<file path="config.mk">
export PLATFORM = sky130hd
export DESIGN_NAME = running_statistics_accumulator_core
export DESIGN_NICKNAME = d
export VERILOG_FILES = /design/src/rtl/core/rsa_pkg.sv /design/src/rtl/core/rsa_front.sv /design/src/rtl/core/rsa_queue.sv /design/src/rtl/core/rsa_back.sv /design/src/rtl/core/running_statistics_accumulator_core.sv
export SDC_FILE = /design/constraint.sdc
export NUM_CORES = 2
export LEC_CHECK = 0
export BUFFER_PORTS_ARGS = -buffer_cell sky130_fd_sc_hd__buf_2
export CAP_MARGIN = 20
export CORE_ASPECT_RATIO = 1.5
export CORE_MARGIN = 5
export CORE_UTILIZATION = 55
export CTS_CLUSTER_SIZE = 12
export DETAILED_ROUTE_END_ITERATION = 16
export GPL_TIMING_DRIVEN = 0
export HOLD_SLACK_MARGIN = 0.05
export PLACE_DENSITY = 0.73
export SYNTH_ARGS = -nofsm -noshare
export SYNTH_HDL_FRONTEND = slang
export SYNTH_HIERARCHICAL = 1
export SYNTH_SLANG_ARGS = --single-unit
</file>
<file path="constraint.sdc">
create_clock -name aclk -period 15.4 [get_ports aclk]
set_clock_uncertainty 0.2 [all_clocks]
set_input_delay 0.77 -clock aclk [delete_from_list [all_inputs] [get_ports aclk]]
set_output_delay 0.77 -clock aclk [all_outputs]
set_load 0.02 [all_outputs]
</file>
<file path="src/rtl/core/rsa_pkg.sv">
// ----------------------------------------------------------------------------
// rsa_pkg
// Shared types and constants for the running statistics accumulator.
// ----------------------------------------------------------------------------
package rsa_pkg;

    localparam int COUNT_BITS = 20;
    localparam int SAMPLE_W   = 16;
    localparam int CNT_W      = COUNT_BITS + 1;
    localparam int SUM_W      = 36;
    localparam int SQ_W       = 52;
    localparam int MUL_W      = 73;
    localparam int DNUM_W     = 72;
    localparam int FRAC_W     = 16;
    localparam int NUM_W      = DNUM_W + 2 * FRAC_W;
    localparam int DEN_W      = 42;
    localparam int QUO_W      = 64;
    localparam int MEAN_W     = 32;
    localparam int VAR_W      = 47;
    localparam int DEV_W      = 31;
    localparam int STEP_W     = 7;
    localparam int MUL_STEPS  = SUM_W;
    localparam int DIV_STEPS  = NUM_W;
    localparam int SQRT_STEPS = QUO_W / 2;

    localparam logic [CNT_W-1:0] COUNT_MAX = CNT_W'(1) << COUNT_BITS;

    typedef struct packed {
        logic        [CNT_W-1:0]    count;
        logic signed [SUM_W-1:0]    total;
        logic        [SQ_W-1:0]     sq_sum;
        logic signed [SAMPLE_W-1:0] lowest;
        logic signed [SAMPLE_W-1:0] highest;
    } rsa_snap_t;

    typedef enum logic [2:0] {
        ST_IDLE,
        ST_MUL_P,
        ST_MUL_Q,
        ST_MUL_D,
        ST_DIV_VAR,
        ST_SQRT,
        ST_DIV_MEAN,
        ST_DONE
    } rsa_state_t;

endpackage

</file>
<file path="src/rtl/core/rsa_front.sv">
// ----------------------------------------------------------------------------
// rsa_front
// Sample accumulators; pushes a snapshot of the statistics at each group end.
// ----------------------------------------------------------------------------
module rsa_front (
    input  logic                               aclk,
    input  logic                               aresetn,
    input  logic                               take,
    input  logic signed [rsa_pkg::SAMPLE_W-1:0] sample,
    input  logic                               has_sample,
    input  logic                               group_end,
    output logic                               push,
    output rsa_pkg::rsa_snap_t                 push_data
);

    logic        [rsa_pkg::CNT_W-1:0]    count_reg, count_next;
    logic signed [rsa_pkg::SUM_W-1:0]    sum_reg, sum_next;
    logic        [rsa_pkg::SQ_W-1:0]     sq_reg, sq_next;
    logic signed [rsa_pkg::SAMPLE_W-1:0] min_reg, min_next;
    logic signed [rsa_pkg::SAMPLE_W-1:0] max_reg, max_next;
    logic                                seen_reg, seen_next;
    logic                                add;
    logic        [rsa_pkg::SAMPLE_W-1:0] mag;
    logic        [2*rsa_pkg::SAMPLE_W-1:0] square;

    always_comb begin
        add    = take && has_sample && (count_reg < rsa_pkg::COUNT_MAX);
        mag    = sample[rsa_pkg::SAMPLE_W-1] ? rsa_pkg::SAMPLE_W'(-sample)
                                             : rsa_pkg::SAMPLE_W'(sample);
        square = mag * mag;
        count_next = count_reg;
        sum_next   = sum_reg;
        sq_next    = sq_reg;
        min_next   = min_reg;
        max_next   = max_reg;
        seen_next  = seen_reg;
        if (add) begin
            count_next = count_reg + rsa_pkg::CNT_W'(1);
            sum_next   = sum_reg + rsa_pkg::SUM_W'(sample);
            sq_next    = sq_reg + rsa_pkg::SQ_W'(square);
            seen_next  = 1'b1;
            if (!seen_reg) begin
                min_next = sample;
                max_next = sample;
            end else begin
                if (sample < min_reg) min_next = sample;
                if (sample > max_reg) max_next = sample;
            end
        end
        push              = take && group_end;
        push_data.count   = count_next;
        push_data.total   = sum_next;
        push_data.sq_sum  = sq_next;
        push_data.lowest  = min_next;
        push_data.highest = max_next;
    end

    always_ff @(posedge aclk) begin
        if (!aresetn) begin
            count_reg <= '0;
            sum_reg   <= '0;
            sq_reg    <= '0;
            min_reg   <= '0;
            max_reg   <= '0;
            seen_reg  <= 1'b0;
        end else begin
            count_reg <= count_next;
            sum_reg   <= sum_next;
            sq_reg    <= sq_next;
            min_reg   <= min_next;
            max_reg   <= max_next;
            seen_reg  <= seen_next;
        end
    end

`ifndef SYNTHESIS
    a_count_bound: assert property (@(posedge aclk) disable iff (!aresetn)
        count_reg <= rsa_pkg::COUNT_MAX) else $error("count past limit");
    a_min_le_max: assert property (@(posedge aclk) disable iff (!aresetn)
        seen_reg |-> (min_reg <= max_reg)) else $error("min above max");
`endif

endmodule

</file>
<file path="src/rtl/core/rsa_queue.sv">
// ----------------------------------------------------------------------------
// rsa_queue
// Two-entry snapshot queue between the accumulators and the result engine.
// ----------------------------------------------------------------------------
module rsa_queue (
    input  logic               aclk,
    input  logic               aresetn,
    input  logic               push,
    input  rsa_pkg::rsa_snap_t push_data,
    input  logic               pop,
    output rsa_pkg::rsa_snap_t pop_data,
    output logic               full,
    output logic               empty
);

    rsa_pkg::rsa_snap_t mem_reg [2];
    logic               wr_ptr_reg, rd_ptr_reg;
    logic [1:0]         cnt_reg;

    assign full     = (cnt_reg == 2'd2);
    assign empty    = (cnt_reg == 2'd0);
    assign pop_data = mem_reg[rd_ptr_reg];

    always_ff @(posedge aclk) begin
        if (push) begin
            mem_reg[wr_ptr_reg] <= push_data;
        end
    end

    always_ff @(posedge aclk) begin
        if (!aresetn) begin
            wr_ptr_reg <= 1'b0;
            rd_ptr_reg <= 1'b0;
            cnt_reg    <= '0;
        end else begin
            if (push) wr_ptr_reg <= ~wr_ptr_reg;
            if (pop)  rd_ptr_reg <= ~rd_ptr_reg;
            cnt_reg <= cnt_reg + {1'b0, push} - {1'b0, pop};
        end
    end

`ifndef SYNTHESIS
    a_no_overflow: assert property (@(posedge aclk) disable iff (!aresetn)
        (push |-> !full) and (pop |-> !empty)) else $error("queue misuse");
`endif

endmodule

</file>
<file path="src/rtl/core/rsa_back.sv">
// ----------------------------------------------------------------------------
// rsa_back
// Result engine: shift-add multiplier, restoring divider, bit-pair square
// root, sequenced per snapshot, with a registered result word.
// ----------------------------------------------------------------------------
module rsa_back (
    input  logic                                aclk,
    input  logic                                aresetn,
    input  logic                                q_empty,
    input  rsa_pkg::rsa_snap_t                  q_data,
    output logic                                pop,
    output logic                                m_valid,
    input  logic                                m_ready,
    output logic        [rsa_pkg::CNT_W-1:0]    m_count,
    output logic signed [rsa_pkg::SUM_W-1:0]    m_total,
    output logic signed [rsa_pkg::SAMPLE_W-1:0] m_lowest,
    output logic signed [rsa_pkg::SAMPLE_W-1:0] m_highest,
    output logic signed [rsa_pkg::MEAN_W-1:0]   m_mean_q16,
    output logic        [rsa_pkg::VAR_W-1:0]    m_variance_q16,
    output logic        [rsa_pkg::DEV_W-1:0]    m_deviation_q16
);

    rsa_pkg::rsa_state_t state_reg, state_next;

    rsa_pkg::rsa_snap_t              snap_reg;
    logic [rsa_pkg::SUM_W-1:0]       mag_reg;
    logic                            neg_reg;
    logic [rsa_pkg::STEP_W-1:0]      step_reg;
    logic                            last;
    logic                            out_free;

    logic [rsa_pkg::MUL_W-1:0]       mul_a_reg, acc_reg, acc_next, p_reg;
    logic [rsa_pkg::SUM_W-1:0]       mul_b_reg;
    logic [rsa_pkg::MUL_W:0]         diff;
    logic [rsa_pkg::DNUM_W-1:0]      dnum_reg;
    logic                            dneg_reg;

    logic [rsa_pkg::NUM_W-1:0]       num_reg;
    logic [rsa_pkg::DEN_W-1:0]       den_reg;
    logic [rsa_pkg::DEN_W:0]         rem_reg, rem_sh, rem_next;
    logic [rsa_pkg::QUO_W-1:0]       quo_reg, quo_next;
    logic                            q_ge;
    logic [rsa_pkg::QUO_W-1:0]       vq_reg;

    logic [rsa_pkg::QUO_W-1:0]       x_reg, res_reg, bit_reg, trial, res_next;
    logic                            s_ge;
    logic [rsa_pkg::QUO_W-1:0]       dev_reg;

    logic [rsa_pkg::SUM_W-1:0]       q_mag;
    logic                            m_valid_reg;

    always_comb begin
        q_mag = q_data.total[rsa_pkg::SUM_W-1] ? rsa_pkg::SUM_W'(-q_data.total)
                                               : rsa_pkg::SUM_W'(q_data.total);
        acc_next = acc_reg + (mul_b_reg[0] ? mul_a_reg : '0);
        diff     = {1'b0, p_reg} - {1'b0, acc_next};
        rem_sh   = {rem_reg[rsa_pkg::DEN_W-1:0], num_reg[rsa_pkg::NUM_W-1]};
        q_ge     = rem_sh >= {1'b0, den_reg};
        rem_next = q_ge ? rem_sh - {1'b0, den_reg} : rem_sh;
        quo_next = {quo_reg[rsa_pkg::QUO_W-2:0], q_ge};
        trial    = res_reg + bit_reg;
        s_ge     = x_reg >= trial;
        res_next = s_ge ? (res_reg >> 1) + bit_reg : res_reg >> 1;
        out_free = !m_valid_reg || m_ready;
    end

    always_comb begin
        state_next = state_reg;
        pop        = 1'b0;
        last       = 1'b0;
        unique case (state_reg)
            rsa_pkg::ST_IDLE: begin
                if (!q_empty) begin
                    pop        = 1'b1;
                    state_next = rsa_pkg::ST_MUL_P;
                end
            end
            rsa_pkg::ST_MUL_P: begin
                last = step_reg == rsa_pkg::STEP_W'(rsa_pkg::MUL_STEPS - 1);
                if (last) state_next = rsa_pkg::ST_MUL_Q;
            end
            rsa_pkg::ST_MUL_Q: begin
                last = step_reg == rsa_pkg::STEP_W'(rsa_pkg::MUL_STEPS - 1);
                if (last) state_next = rsa_pkg::ST_MUL_D;
            end
            rsa_pkg::ST_MUL_D: begin
                last = step_reg == rsa_pkg::STEP_W'(rsa_pkg::MUL_STEPS - 1);
                if (last) state_next = rsa_pkg::ST_DIV_VAR;
            end
            rsa_pkg::ST_DIV_VAR: begin
                last = step_reg == rsa_pkg::STEP_W'(rsa_pkg::DIV_STEPS - 1);
                if (last) state_next = rsa_pkg::ST_SQRT;
            end
            rsa_pkg::ST_SQRT: begin
                last = step_reg == rsa_pkg::STEP_W'(rsa_pkg::SQRT_STEPS - 1);
                if (last) state_next = rsa_pkg::ST_DIV_MEAN;
            end
            rsa_pkg::ST_DIV_MEAN: begin
                last = step_reg == rsa_pkg::STEP_W'(rsa_pkg::DIV_STEPS - 1);
                if (last) state_next = rsa_pkg::ST_DONE;
            end
            rsa_pkg::ST_DONE: begin
                if (out_free) state_next = rsa_pkg::ST_IDLE;
            end
            default: state_next = rsa_pkg::ST_IDLE;
        endcase
    end

    always_ff @(posedge aclk) begin
        if (!aresetn) begin
            state_reg   <= rsa_pkg::ST_IDLE;
            step_reg    <= '0;
            m_valid_reg <= 1'b0;
        end else begin
            state_reg <= state_next;
            step_reg  <= (last || state_reg == rsa_pkg::ST_IDLE) ? '0
                                                                 : step_reg + 1'b1;
            if (state_reg == rsa_pkg::ST_DONE && out_free) begin
                m_valid_reg <= 1'b1;
            end else if (m_ready) begin
                m_valid_reg <= 1'b0;
            end
        end
    end

    always_ff @(posedge aclk) begin
        case (state_reg)
            rsa_pkg::ST_IDLE: begin
                snap_reg  <= q_data;
                mag_reg   <= q_mag;
                neg_reg   <= q_data.total[rsa_pkg::SUM_W-1];
                mul_a_reg <= rsa_pkg::MUL_W'(q_data.sq_sum);
                mul_b_reg <= rsa_pkg::SUM_W'(q_data.count);
                acc_reg   <= '0;
            end
            rsa_pkg::ST_MUL_P, rsa_pkg::ST_MUL_Q, rsa_pkg::ST_MUL_D: begin
                acc_reg   <= acc_next;
                mul_a_reg <= mul_a_reg << 1;
                mul_b_reg <= mul_b_reg >> 1;
                if (last) begin
                    acc_reg <= '0;
                    if (state_reg == rsa_pkg::ST_MUL_P) begin
                        p_reg     <= acc_next;
                        mul_a_reg <= rsa_pkg::MUL_W'(mag_reg);
                        mul_b_reg <= mag_reg;
                    end else if (state_reg == rsa_pkg::ST_MUL_Q) begin
                        dnum_reg  <= diff[rsa_pkg::DNUM_W-1:0];
                        dneg_reg  <= diff[rsa_pkg::MUL_W];
                        mul_a_reg <= rsa_pkg::MUL_W'(snap_reg.count - 1'b1);
                        mul_b_reg <= rsa_pkg::SUM_W'(snap_reg.count);
                    end else begin
                        den_reg <= acc_next[rsa_pkg::DEN_W-1:0];
                        num_reg <= {dnum_reg, {(2 * rsa_pkg::FRAC_W){1'b0}}};
                        rem_reg <= '0;
                        quo_reg <= '0;
                    end
                end
            end
            rsa_pkg::ST_DIV_VAR, rsa_pkg::ST_DIV_MEAN: begin
                rem_reg <= rem_next;
                quo_reg <= quo_next;
                num_reg <= num_reg << 1;
                if (last && state_reg == rsa_pkg::ST_DIV_VAR) begin
                    vq_reg  <= quo_next;
                    x_reg   <= quo_next;
                    res_reg <= '0;
                    bit_reg <= rsa_pkg::QUO_W'(1) << (rsa_pkg::QUO_W - 2);
                end
            end
            rsa_pkg::ST_SQRT: begin
                if (s_ge) x_reg <= x_reg - trial;
                res_reg <= res_next;
                bit_reg <= bit_reg >> 2;
                if (last) begin
                    dev_reg <= res_next;
                    den_reg <= rsa_pkg::DEN_W'(snap_reg.count);
                    num_reg <= rsa_pkg::NUM_W'({mag_reg, {rsa_pkg::FRAC_W{1'b0}}});
                    rem_reg <= '0;
                    quo_reg <= '0;
                end
            end
            rsa_pkg::ST_DONE: begin
                if (out_free) begin
                    m_count   <= snap_reg.count;
                    m_total   <= snap_reg.total;
                    m_lowest  <= snap_reg.lowest;
                    m_highest <= snap_reg.highest;
                    if (snap_reg.count == '0) begin
                        m_mean_q16 <= '0;
                    end else begin
                        m_mean_q16 <= neg_reg ? -quo_reg[rsa_pkg::MEAN_W-1:0]
                                              : quo_reg[rsa_pkg::MEAN_W-1:0];
                    end
                    if (snap_reg.count > rsa_pkg::CNT_W'(1) && !dneg_reg) begin
                        m_variance_q16  <= vq_reg[rsa_pkg::VAR_W+rsa_pkg::FRAC_W-1:
                                                  rsa_pkg::FRAC_W];
                        m_deviation_q16 <= (dev_reg[rsa_pkg::QUO_W-1:rsa_pkg::DEV_W] != '0)
                                           ? {rsa_pkg::DEV_W{1'b1}}
                                           : dev_reg[rsa_pkg::DEV_W-1:0];
                    end else begin
                        m_variance_q16  <= '0;
                        m_deviation_q16 <= '0;
                    end
                end
            end
            default: begin
                acc_reg <= acc_reg;
            end
        endcase
    end

    assign m_valid = m_valid_reg;

`ifndef SYNTHESIS
    a_reset_out: assert property (@(posedge aclk)
        !aresetn |=> !m_valid) else $error("result valid after reset");
    a_pop_idle: assert property (@(posedge aclk) disable iff (!aresetn)
        pop |=> (state_reg == rsa_pkg::ST_MUL_P)) else $error("bad pop");
    a_load_free: assert property (@(posedge aclk) disable iff (!aresetn)
        (state_reg == rsa_pkg::ST_DONE && !out_free) |=> $stable(m_count))
        else $error("result overwritten");
`endif

endmodule

</file>
<file path="src/rtl/core/running_statistics_accumulator_core.sv">
// ----------------------------------------------------------------------------
// running_statistics_accumulator_core
// Cumulative count, sum, min, max, mean, variance and deviation of samples.
// ----------------------------------------------------------------------------
// Input channel s_*: one sample word per cycle; s_has_sample marks a real
// sample, s_group_end asks for a result after this word. Output channel m_*:
// one result word per group end, all values cumulative since reset.
// Samples are taken at one per cycle while s_ready is high; accumulation
// finishes in the cycle of acceptance. A group-end word pushes a snapshot
// into a two-entry queue; the result engine works through each snapshot in
// turn (three 36-step shift-add multiplies, two 104-step restoring divides,
// one 32-step square root), so s_ready drops only while the queue holds two
// pending snapshots.
// The result register holds its word while m_ready is low; the engine keeps
// working on the next snapshot behind it.
// Synchronous active-low reset clears all accumulators, the queue and m_valid.
// ----------------------------------------------------------------------------
module running_statistics_accumulator_core (
    input  logic                                aclk,
    input  logic                                aresetn,
    input  logic                                s_valid,
    output logic                                s_ready,
    input  logic signed [rsa_pkg::SAMPLE_W-1:0] s_sample,
    input  logic                                s_has_sample,
    input  logic                                s_group_end,
    output logic                                m_valid,
    input  logic                                m_ready,
    output logic        [rsa_pkg::CNT_W-1:0]    m_count,
    output logic signed [rsa_pkg::SUM_W-1:0]    m_total,
    output logic signed [rsa_pkg::SAMPLE_W-1:0] m_lowest,
    output logic signed [rsa_pkg::SAMPLE_W-1:0] m_highest,
    output logic signed [rsa_pkg::MEAN_W-1:0]   m_mean_q16,
    output logic        [rsa_pkg::VAR_W-1:0]    m_variance_q16,
    output logic        [rsa_pkg::DEV_W-1:0]    m_deviation_q16
);

    logic               take, push, pop, q_full, q_empty;
    rsa_pkg::rsa_snap_t push_data, pop_data;

    assign s_ready = !q_full;
    assign take    = s_valid && s_ready;

    rsa_front u_front (
        .aclk       (aclk),
        .aresetn    (aresetn),
        .take       (take),
        .sample     (s_sample),
        .has_sample (s_has_sample),
        .group_end  (s_group_end),
        .push       (push),
        .push_data  (push_data)
    );

    rsa_queue u_queue (
        .aclk      (aclk),
        .aresetn   (aresetn),
        .push      (push),
        .push_data (push_data),
        .pop       (pop),
        .pop_data  (pop_data),
        .full      (q_full),
        .empty     (q_empty)
    );

    rsa_back u_back (
        .aclk            (aclk),
        .aresetn         (aresetn),
        .q_empty         (q_empty),
        .q_data          (pop_data),
        .pop             (pop),
        .m_valid         (m_valid),
        .m_ready         (m_ready),
        .m_count         (m_count),
        .m_total         (m_total),
        .m_lowest        (m_lowest),
        .m_highest       (m_highest),
        .m_mean_q16      (m_mean_q16),
        .m_variance_q16  (m_variance_q16),
        .m_deviation_q16 (m_deviation_q16)
    );

endmodule

</file>
### Word level (Yosys, flattened, before mapping)

Memory sizes are Yosys's and may differ from the RTL's. A register that Yosys moved wholly into a read port is not among the register bits.
Index checks and enable logic that the tools add are counted.

| word-level totals | value |
|---|---|
| memories kept | 1 |
| logic and storage cells | 199 |
| register bits | 1,380 |
| memory bits (read-only) | 0 |
| latch bits | 0 |
| bits of input ports | 22 |
| output and inout port bits | 201 |
| bits in writable memories | 282 |

Memories:

| name | depth | width | read ports | clocked after Yosys merged registers in | wr ports | line | text |
|---|---|---|---|---|---|---|---|
| u_queue.mem_reg | 2 | 141 | 1 | 1 | 1 | rsa_queue.sv:16 | `rsa_pkg::rsa_snap_t mem_reg [2];` |

| cells by class | value |
|---|---|
| add/subtract/negate cells | 16 |
| magnitude comparators | 6 |
| bitwise gates (word level) | 4 |
| multiply operators | 1 |
| reductions and logical operators | 34 |
| equal/unequal tests | 25 |
| shift-type cells | 0 |
| divide/modulo/power cells | 0 |
| mux-type cells | 71 |

Operators with widths:

| cell | count |
|---|---|
| $mux 104 | 4 |
| $pmux 64 s2 | 3 |
| $mux 42 | 9 |
| $mux 73 | 5 |
| $mux 64 | 5 |
| $pmux 104 s3 | 1 |
| $pmux 73 s2 | 2 |
| $mux 63 | 4 |
| $pmux 63 s3 | 1 |
| $pmux 42 s3 | 1 |
| $mux 16 | 7 |
| $mux 36 | 3 |
| $pmux 42 s2 | 1 |
| $sub 73x73->74 | 1 |
| $add 73x73->73 | 1 |
| $pmux 36 s2 | 1 |
| $mux 35 | 2 |
| $add 63x64->64 | 1 |
| $add 64x64->64 | 1 |
| $ge 64x64->1 | 1 |
| $sub 64x64->64 | 1 |
| $add 52x32->52 | 1 |
| $mux 52 | 1 |
| $ge 43x42->1 | 1 |
| 48 further kinds | 99 |

### Depth between registers and ports, before layout

| logic depth | value |
|---|---|
| word-level depth | 6 |
| depth in mapped cells | 33 |
| depth with buffers taken out | 31 |

### Hierarchy

The synthesis kept the hierarchy.

Modules (own cells, without submodules):

| module | instances | sequential area each (um^2) | area an instance (um^2) | cells each |
|---|---|---|---|---|
| rsa_back | 1 | 34,963.5 | 63,143.1 | 5,744 |
| rsa_front | 1 | 2,842.7 | 17,159.0 | 2,068 |
| rsa_queue | 1 | 8,568.2 | 10,771.6 | 460 |
| running_statistics_accumulator_core | 1 | 0.0 | 10.0 | 2 |

### Least setup slack after synthesis

Ideal clock, no wire load.

| path | value |
|---|---|
| path type | register -> register |
| start point | register u_back.state_reg[2] |
| end point | register u_back/num_reg[100] in the netlist's numbering (enable) |
| path slack | -966 ps |
| library setup time | 1,028 ps |
| period minus slack after synthesis | 16,366 ps |
| data arrival time | 15,138 ps |
| required time | 14,172 ps |
| path buffers | 3 |
| stages on the path, launching flop included | 6 |
| path through | dfxtp_1 > clkbuf_1 > clkbuf_1 > clkbuf_1 > a31oi_1 > o31ai_1 |

| on the way | value |
|---|---|
| word-level cells in the longest chain between the ends | 5 |
| elaborated cells on any way between the ends | 15 |
| classes of those cells | eq/ne (10); mux (1); reduce/logical (4) |

RTL lines:

| item | line | text |
|---|---|---|
| start: declaration | rsa_back.sv:23 | `rsa_pkg::rsa_state_t state_reg, state_next;` |
| start signal: assignment | rsa_back.sv:111 | `state_reg <= rsa_pkg::ST_IDLE;` |
| start signal: assignment | rsa_back.sv:115 | `state_reg <= state_next;` |
| $eq 3x2->1 (tied with other cells) | rsa_back.sv:71, rsa_back.sv:127 |  |
| $reduce_or 3->1 (no line) or $reduce_or 2->1 (tied branches) | n/a |  |
| $pmux 1 s3 | rsa_back.sv:71 | `unique case (state_reg)` |
| $ne 2x1->1 (no line) | n/a |  |
| $reduce_and 5->1 (no line) * | n/a |  |
| end signal: assignment | rsa_back.sv:153 | `num_reg <= {dnum_reg, {(2 * rsa_pkg::FRAC_W){1'b0}}};` |
| end signal: assignment | rsa_back.sv:162 | `num_reg <= num_reg << 1;` |
| end signal: assignment | rsa_back.sv:177 | `num_reg <= rsa_pkg::NUM_W'({mag_reg, {rsa_pkg::FRAC_W{1'b0}}});` |
| end: declaration | rsa_back.sv:38 | `logic [rsa_pkg::NUM_W-1:0] num_reg;` |

Mark *: on every way between the ends. The rest lies on a longest branch, timed or not.
A chain may end at the register's enable or synchronous reset.

### Final worst setup path

| path | value |
|---|---|
| start point | register u_back/res_reg[2] in the netlist's numbering |
| end point | register u_back/x_reg[52] in the netlist's numbering (enable) |

| on the way | value |
|---|---|
| word-level cells in the longest chain between the ends | 4 |

RTL lines:

| item | line | text |
|---|---|---|
| start: declaration | rsa_back.sv:45 | `logic [rsa_pkg::QUO_W-1:0] x_reg, res_reg, bit_reg, trial, res_next;` |
| start signal: assignment | rsa_back.sv:172 | `res_reg <= res_next;` |
| $add 64x64->64 | rsa_back.sv:61 | `trial = res_reg + bit_reg;` |
| $ge 64x64->1 | rsa_back.sv:62 | `s_ge = x_reg >= trial;` |
| $ne 2x1->1 (no line) | n/a |  |
| $reduce_and 3->1 (no line) | n/a |  |
| end signal: assignment | rsa_back.sv:165 | `x_reg <= quo_next;` |
| end signal: assignment | rsa_back.sv:171 | `if (s_ge) x_reg <= x_reg - trial;` |
| end: declaration | rsa_back.sv:45 |  |

Every way passes these cells.

==> flow_summary.toml <==
[cells_and_area]
largest_reg_flops = 282
final_cell_mix = "1439 x edfxtp_1, 846 x nand2_1, 600 x inv_1"
mostFrequentLayoutCell = "edfxtp_1"
finish.utilization_pct = 61.2
growth_of_design_area_from_synthesis_to_finish_pct = 11.1
fraction_of_layout_cells_with_a_size_suffix_above_1_pct = 8.89
layout.nets = 9421

[cts]
cts_tree = "done"
cts_setup_buffers = 0
ctsHoldBuffers = 0
longest_clk_path_bufs = 3
post_cts.resized_instances = 0
insertion_delay_ns = 0.83
post_cts_clock_slew_at_the_launch_and_capture_registers_of_the_worst_setup_and_hold_paths_ns = 0.06
cts.root.buffer_cell = "clkbuf_16"
tritoncts_sinks = 1597
cts_buffers = 162
htreeDepth = 4

[grt]
grtUsageTotal_pct = 28.6
gr-usage-met2_pct = 52.1
met3_usage_pct = 3.65
vias_in_the_first_global_route = 66300
grt_antenna_before_repair = 5
grt_most_used_layer = "met2"
grt_max_degree = 85
use_met1_pct = 30.4
gr-total-overflow = 0
global_route_wire_length_before_repair_mm = 381

[timing]
fmax_mhz = 92.5
worst_slew_margin_pct = 18.6
final_max_slew_viol_count = 0
rsz0062_at_grt = "no"
final-setup-viol-count = 0
hold_viol_final = 0
final_critical_path_setup_slack_ns = 4.59
post-route-min-period_ns = 10.81
timing_worst_slew_pin_value_ns = 1.22
layout_worst_path_cycle_share_pct = 70.2

[critical_path]
worstReg2RegEnd = "u_back/x_reg[52]"
ff2ff_setup_slack_ns = 4.59
worst_setup_path_end_kind = "flip-flop"
worstSetupPathType = "flip-flop to flip-flop"
cp.arrival_ns = 11.14
crit_path_most_repeated_cell = "a31oi_1"
timing.critical_path.slowest_stage_cell = "clkbuf_1"
critical-path-max-stage-delay_ns = 0.85
worst_setup_path_start_kind = "flip-flop"
required_ns = 15.74
cp_max_fo = 24
timing.rr.start = "u_back/res_reg[2]"
worst_r2r_path_depth = 29

[synth]
postSynthAreaPerCell_um2 = 11.0
async_flop_share_pct = 0
number_of_distinct_library_cell_variants_in_the_gate_level_netlist_after_synthesis = 111
synth_seq_area_share_pct = 50.9
ys_seq_elements = 1597
synthCells = 8274
synth_area_leaders = "edfxtp_1 47%, ha_1 6.6%, fa_1 4.3%"
synth_area_leader_cell = "edfxtp_1"
synth-main-ff-cell = "edfxtp_1"
yosys_warnings = 6
synth.cell_area_um2 = 91100
yosys.area.top_type_share_pct = 47.4
synth_enable_flop_cells = 1439

[detailed_routing]
initialDrtViolationCount = 4659
drt_pre_antenna_iters = 6
route.detailed.wl_per_inst_um = 22.9
remaining_drc_errors = 0
postRouteAntennaNets = 0
num_vias = 64600
vias_per_cell = 5.84
routed_wirelength_mm = 253

[worst_hold_path]
hold_end = "u_queue/wr_ptr_reg"
min_delay_path_depth = 2
holdCritPathClass = "primary input to flip-flop"
hold_start = "aresetn"

[floorplan]
start_util_pct = 55.1
standard_cell_core_area_um2 = 165000
pin_count = 223
die-width_um = 342
cell_row_count = 183
chipHeight_um = 508
die_area_um2 = 174000

[placed_design]
gpl.final_weighted_congestion = 0.994
total_of_buffers_placed_on_input_and_output_ports = 222
pre_cts_ws_ns = 3.90
post-dp-hpwl_mm = 198

[power_and_ir_drop]
worst_case_vdd_ir_drop_uv = 301
p_per_area_nw_per_um2 = 203
static-leakage-power_nw = 40.1
total_power_w = 0.0206

[outcome]
run_status = "finished clean"

[flow_run]
maxCapViolations = 0
==> layer usage <==
layer  part of all wire, %  vias to the layer above
met3                   4.9                      751
met1                    35                    31300
met4                   8.6                        0
met5                     0                        -
li1                      -                    30400
met2                    51                     2150
==> worst max-delay path by stage <==
stage / slack [ns] / start / to / cells after the start
after global routing: 4.27 / s_sample[0] / u_front/sq_reg[42] / 30
after floorplan: 3.39 / u_back/state_reg[0] / u_back/x_reg[0] / 10
after detailed placement: 3.90 / s_sample[0] / u_queue/mem_reg[1][65] / 30
final: 4.59 / u_back/res_reg[2] / u_back/x_reg[52] / 29
after CTS: 4.71 / u_back/res_reg[2] / u_back/x_reg[50] / 29
after global placement: -3.60 / u_back/state_reg[0] / u_back/x_reg[15] / 10
==> cell usage after synthesis (all sizes together), types with 63 or more instances <==
library cell and n:
clkbuf 264, ha 478, xnor2 321, nor3 71, nor2 584, a21o 193, inv 604, mux2 177
o21ai 472, and2 398, fa 197, edfxtp 1439, nand4 81, o21bai 65, a31oi 96, a21oi 461
xor2 232, nand2 848, nand3 156, o21a 68, dfxtp 158, and3 81, nand2b 63
==> critical path, delay by kind of cell (launching register included) <==
| family | cells | cell delay (ns) |
|---|---|---|
| DFF | 1 | 0.46 |
| and+or+nand+nor | 1 | 0.07 |
| adders and majority gates | 2 | 0.66 |
| AOI/OAI and AO/OA | 21 | 6.67 |
| buffers and inverters | 4 | 2.11 |
| xor gates and xnor gates | 1 | 0.29 |
==> cell families (layout without fill, tap and decap cells) <==
group,after synthesis,count (layout),synth area share [%]
AO/OA/AOI/OAI,1761,1761,12.3
XOR/XNOR,555,555,5.41
adder cells (fa/ha/maj),705,705,11.2
buffers and inverters,926,1484,3.97
flip-flops,1597,1597,50.9
multiplexers,218,218,3.01
other,2,13,0.00825
AND/OR/NAND/NOR,2510,2510,13.2
==> metrics by stage <==
step	instance area [um2]	setup TNS, ns	hold WS [ns]	instances
final	101000	0	0.165	11100
after global routing	101000	0	0.134	11100
after CTS	101000	0	0.106	11100
after detailed placement	96100	0	0.205	10800
after global placement	95000	-291.40	0.202	10700
after floorplan	91100	0	0.200	8282
==> where the power goes <==
group / switching (W) / leakage [nW] / internal (W)
Clock: 0.00169 / 2.39 / 0.00210
Sequential: 0.000429 / 14.4 / 0.00595
Combinational: 0.00663 / 23.3 / 0.00376
==> layout make-up <==
class                           instances  area (um2)
Sequential cell                      1597       46400
Tap cell                             2220        2780
Antenna cell                            3        7.51
Timing Repair Buffer                  278        2120
Inverter                              612        2300
Buffer                                314        1320
Clock buffer                          231        4380
Multi-Input combinational cell       5759       41200
Clock inverter                         49         642
Fill cell                           13400       64100
Power figures use the tool's default switching activity.
